==> config.mk <==
export PLATFORM = sky130hd
export DESIGN_NAME = satc_front
export DESIGN_NICKNAME = d
export VERILOG_FILES = /design/src/hw/rtl/satc_pkg.sv /design/src/hw/rtl/satc_front.sv
export SDC_FILE = /design/constraint.sdc
export NUM_CORES = 1
export LEC_CHECK = 0
export ABC_AREA = 1
export BUFFER_PORTS_ARGS = -buffer_cell sky130_fd_sc_hd__buf_2
export CAP_MARGIN = 25
export CORE_MARGIN = 2
export CORE_UTILIZATION = 45
export DETAILED_ROUTE_END_ITERATION = 16
export PLACE_DENSITY = 0.71
export SLEW_MARGIN = 20
export SYNTH_ARGS = -nofsm -noshare
export SYNTH_HDL_FRONTEND = slang
export SYNTH_SLANG_ARGS = --single-unit
==> constraint.sdc <==
create_clock -name clk -period 7.7 [get_ports clk]
set_input_delay 1.54 -clock clk [delete_from_list [all_inputs] [get_ports clk]]
set_output_delay 1.54 -clock clk [all_outputs]
set_load 0.02 [all_outputs]
==> src/hw/rtl/satc_pkg.sv <==
// shared types and constants of the cache tag controller
package satc_pkg;

	localparam int ADDR_W = 64;
	localparam int LINE_SHIFT = 6;
	localparam int TAG_W = ADDR_W - LINE_SHIFT;
	localparam int OFF_W = LINE_SHIFT;
	localparam int WAY_W = 2;

	// classified access word passed from front to back
	typedef struct packed {
		logic             func;
		logic [TAG_W-1:0] tag;
		logic [OFF_W-1:0] offset;
	} req_t;

	// lookup result word
	typedef struct packed {
		logic              hit;
		logic [WAY_W-1:0]  way;
		logic [OFF_W-1:0]  line_offset;
		logic              writeback;
		logic [ADDR_W-1:0] writeback_address;
		logic [ADDR_W-1:0] fill_address;
	} res_t;

endpackage

==> src/hw/rtl/satc_front.sv <==
// front end: splits the access word and queues it for the back end
module satc_front import satc_pkg::*; (
	input  logic              clk,
	input  logic              arst_n,
	input  logic              acc_valid,
	output logic              acc_ready,
	input  logic              func,
	input  logic [ADDR_W-1:0] address,
	output logic              req_valid,
	input  logic              req_ready,
	output req_t              req
);

	req_t       fifo_q [2];
	logic       wr_ptr_q;
	logic       rd_ptr_q;
	logic [1:0] count_q;
	logic       push;
	logic       pop;

	assign acc_ready = (count_q != 2'd2);
	assign req_valid = (count_q != 2'd0);
	assign push = acc_valid && acc_ready;
	assign pop = req_valid && req_ready;
	assign req = fifo_q[rd_ptr_q];

	// queue storage
	always_ff @(posedge clk) begin
		if (push) begin
			fifo_q[wr_ptr_q] <= '{func: func,
				tag: address[ADDR_W-1:LINE_SHIFT],
				offset: address[OFF_W-1:0]};
		end
	end

	// queue pointers and fill count
	always_ff @(posedge clk or negedge arst_n) begin
		if (!arst_n) begin
			wr_ptr_q <= 1'b0;
			rd_ptr_q <= 1'b0;
			count_q <= 2'd0;
		end else begin
			if (push) wr_ptr_q <= ~wr_ptr_q;
			if (pop) rd_ptr_q <= ~rd_ptr_q;
			case ({push, pop})
				2'b10: count_q <= count_q + 2'd1;
				2'b01: count_q <= count_q - 2'd1;
				default: count_q <= count_q;
			endcase
		end
	end

	a_count_max: assert property (@(posedge clk) disable iff (!arst_n)
		count_q != 2'd3) else $error("queue count out of range");
	a_full_no_push: assert property (@(posedge clk) disable iff (!arst_n)
		count_q == 2'd2 |-> !push) else $error("push into full queue");
	a_ptr_match: assert property (@(posedge clk) disable iff (!arst_n)
		(count_q == 2'd0 || count_q == 2'd2) |-> wr_ptr_q == rd_ptr_q)
		else $error("queue pointers out of step");

endmodule

; Yosys cells after proc, flatten, opt, wreduce, memory -nomap -nowiden
; Memory sizes are Yosys's and may differ from the RTL's.
; Index checks and enable logic that the tools add are counted.
[totals]
input_bits = 69
mem_count = 1
ram_bits = 130
regBits = 4
out_inout_bits = 67
[mem_list]
columns = memory, depth, word_bits, read_ports, rd_ports_with_merged_regs, write_ports, line
row1 = fifo_q, 2, 65, 1, 0, 1, satc_front.sv:14  ; req_t fifo_q [2];
[op_classes]
add_sub_neg = 2
eq_ne = 3
n_mux = 3
n_reduce_logical = 4
bitwise_logic = 2
[op_table]
columns = op, count
row1 = $pmux W2 S2, 1
row2 = $reduce_bool A2 Y1, 2
row3 = $add A2 B1 Y2 const B, 1
row4 = $eq A2 B1 Y1 const B, 1
row5 = $eq A2 B2 Y1 const B, 1
row6 = $logic_and A1 B1 Y1, 2
row7 = $mux W1, 2
row8 = $ne A2 B2 Y1 const B, 1
row9 = $not A1 Y1, 2
row10 = $sub A2 B1 Y2 const B, 1

; Longest topological paths before layout
[depth]
ltp_word = 4
depth_mapped = 10

; Worst setup path before layout
; No wires, ideal clock.
[synth_path]
kind = input port to flip-flop
start = in acc_valid
end = mem fifo_q[1][0] (netlist bit) (enable)
stages = 2
slack_ps = 2830
arrival_time_ps = 4381
path_cell_list = nand2_1 nor2_1
[synth_via]
elab_chain_len = 3
[synth_lines]
columns = element, line
row1 = from (decl), satc_front.sv:5  ; input logic acc_valid,
row2 = $logic_and A1 B1 Y1, satc_front.sv:23  ; assign push = acc_valid && acc_ready;
row3 = $mux W1, satc_front.sv:29  ; if (push) begin
row4 = $mux W1 (not written as such), satc_front.sv:30  ; fifo_q[wr_ptr_q] <= '{func: func,
row5 = to (decl), satc_front.sv:14
; No other way between the ends.

==> results.toml <==
[cells_and_area]
area_growth_pct = 28.5
final_nets = 582
stdcell_area_um2 = 6340
diodes = 0
nFillCells = 862
final_cells = 665
drive_gt1_frac = 0.330

[global_route]
grt_pass1_wl_um = 14400
grt.overflow.total = 0
grt_start_max_net_pins = 67
grt_pass1_vias = 3063
antenna_found_initial = 0
grt.total_usage = 0.164

[setup_path]
path_buf_inv = 2
worstRegToRegCells = 5
cpPeakStageDelay_ns = 0.57
timing_worst_setup_path_type = "reg -> out"
path_max_fanout = 66
crit_path_end_kind = "primary output"
worst-path-stages = 4
start_kind = "register"
crit_required_ns = 6.16
crit_top_cell = "nand2_1"
cpMaxStageDelayCell = "buf_4"
cp_cell_sequence = "buf_4 -> nand2_1 -> nand2_1 -> buf_2"
critical-path-top-delay-family = "buffers and inverters"
critical_path_arrival_ns = 1.89

[synth]
yosys.area.top_type = "edfxtp_1"
syn_area_um2 = 4940
synthArstFlopShare = 0.0299
synth_edf_count = 130
synth_top_area_frac = 0.791
synth_seq_cells = 134
yosysMostFrequentCell = "nand2_1"
synthTopCellsByCount = "nand2_1 (205), edfxtp_1 (130), buf_2 (9), inv_1 (6), buf_4 (5)"
synthesis.nets = 439
ys_warn_count = 0
synth_cell_type_count = 13
synth_ff_type = "edfxtp_1"
seq_area_frac_synth = 0.811
yosys-top-cells-area = "edfxtp_1 (79%), nand2_1 (16%), dfrtp_1 (2.0%), buf_2 (0.91%), buf_4 (0.76%)"
synthCells = 369
synth.avg_cell_area_um2 = 13.4

[timing]
period_needed_ns = 3.43
fmax_mhz = 292
setup_viol = 0
holdWs_ns = 0.499
rsz0062_at_grt = "false"
tightest_slew_ns = 0.867
relSlewSlack = 0.422
finalMaxSlewViolations = 0
hold_viol_final = 0
fin_tns_setup_ns = 0
min_period_over_period = 0.445
fin_worst_skew_ns = 0.00480

[cts]
cts.path.max_buffers = 2
cts_made_buffers = 17
clk_pin_slew_ns = 0.06
cts_num_sinks = 134
cts_hold_buffers = 0
cts_tree = "built"
postCtsResizedCells = 0
insertion_delay_ns = 0.51
postCtsSetupBuffers = 0
cts_root_buf = "clkbuf_8"
h-tree-depth = 4

[placed_design]
dpl-instance-area_um2 = 5750
dp_cells = 633
hpwl_um = 5690
place.gp.congestion = 0.710
io_buffers = 135

[detailed_routing]
drc = 0
ant_nets = 0
viasPerCell = 4.61
drt-initial-drc-count = 165
dr.pass1.iters = 4
wl_um = 9270
wl_per_cell_um = 13.9
num_vias = 3066

[floorplan]
num_io_pins = 136
dieHeight_um = 109
start_util = 0.457
core_um2 = 10800
num_rows = 38
dieWidth_um = 109
dieArea_um2 = 11800

[power_and_ir_drop]
vdd_drop_max_mv = 0.239
power_mw = 2.70
p_leak_nw = 2.76
p_per_area_nw_per_um2 = 426

[status]
status = "finished, final reports clean"

[worst_hold_path]
holdPathStages = 2
hold_class = "reg -> reg"

[run]
maxCapViolCount = 0
-- logic make-up after synthesis --
group / Yosys count / share of synthesized area
DFF: 134 / 0.811
xor gates and xnor gates: 1 / 0.00177
buffers and inverters: 21 / 0.0221
and+or+nand+nor: 211 / 0.161
AOI/OAI and AO/OA: 1 / 0.00101
adders and majority gates: 1 / 0.00253
-- per-stage QoR --
step	setup slack (ns)	utilization
2_1_floorplan	2.83	-
3_3_place_gp	4.27	0.532
3_5_place_dp	4.22	0.532
4_1_cts	4.23	0.588
5_1_grt	4.11	0.588
6_report	4.27	0.588
-- final timing paths --
check,endpoint,slack (ns),startpoint
worst max-delay path,req[44],4.27,rd_ptr_q
worst min-delay path,count_q[1],0.50,count_q[1]
worst max register to register,fifo_q[1][3],5.30,count_q[0]
worst min register to register,count_q[1],0.50,count_q[1]
max in group asynchronous,rd_ptr_q,6.74,arst_n
min in group asynchronous,count_q[0],0.83,arst_n
-- flip-flops by register name, summed over array words and instances, names as in the netlist --
signal,flops
count_q,2
fifo_q,130
rd_ptr_q,1
wr_ptr_q,1
-- layer usage --
layer  routed length, µm  part of all wire  GRT usage
met2                4600              0.50      0.273
met3                 743             0.080     0.0669
met1                3850              0.42      0.193
met4                  72            0.0078     0.0604
met5                   0                 0          0
-- tightest hold or removal path, cell delays in order, from the launching register on --
cell	delay [ns]
dfrtp_1	0.36
nand2_1	0.06
nand2_1	0.05
-- report_power, final --
group / total [mW] / switching (mW) / internal [mW]
registers: 1.04 / 0.0413 / 0.999
clock network: 0.794 / 0.285 / 0.509
logic: 0.870 / 0.634 / 0.236
total: 2.70 / 0.960 / 1.74
-- cell type report --
cell class	instances	area (µm²)	share of cell area
repair buffers	138	698	0.110
multi-input cells	214	838	0.132
inverters	7	28.8	0.00454
clock inverters	12	154	0.0243
flip-flops and latches	134	4010	0.631
clock buffers	20	445	0.0702
well taps	140	175	0.0276
-- cells in the final DEF (no fill, tap or decap), drive strengths merged --
cell / count
clkbuf: 20
xnor2: 1
clkinvlp: 3
nand4: 1
buf: 138
bufinv: 3
nor2: 3
a21oi: 1
inv: 7
clkinv: 6
dfrtp: 4
nand2: 205
nand3: 2
edfxtp: 130
ha: 1
Power figures use the tool's default switching activity.
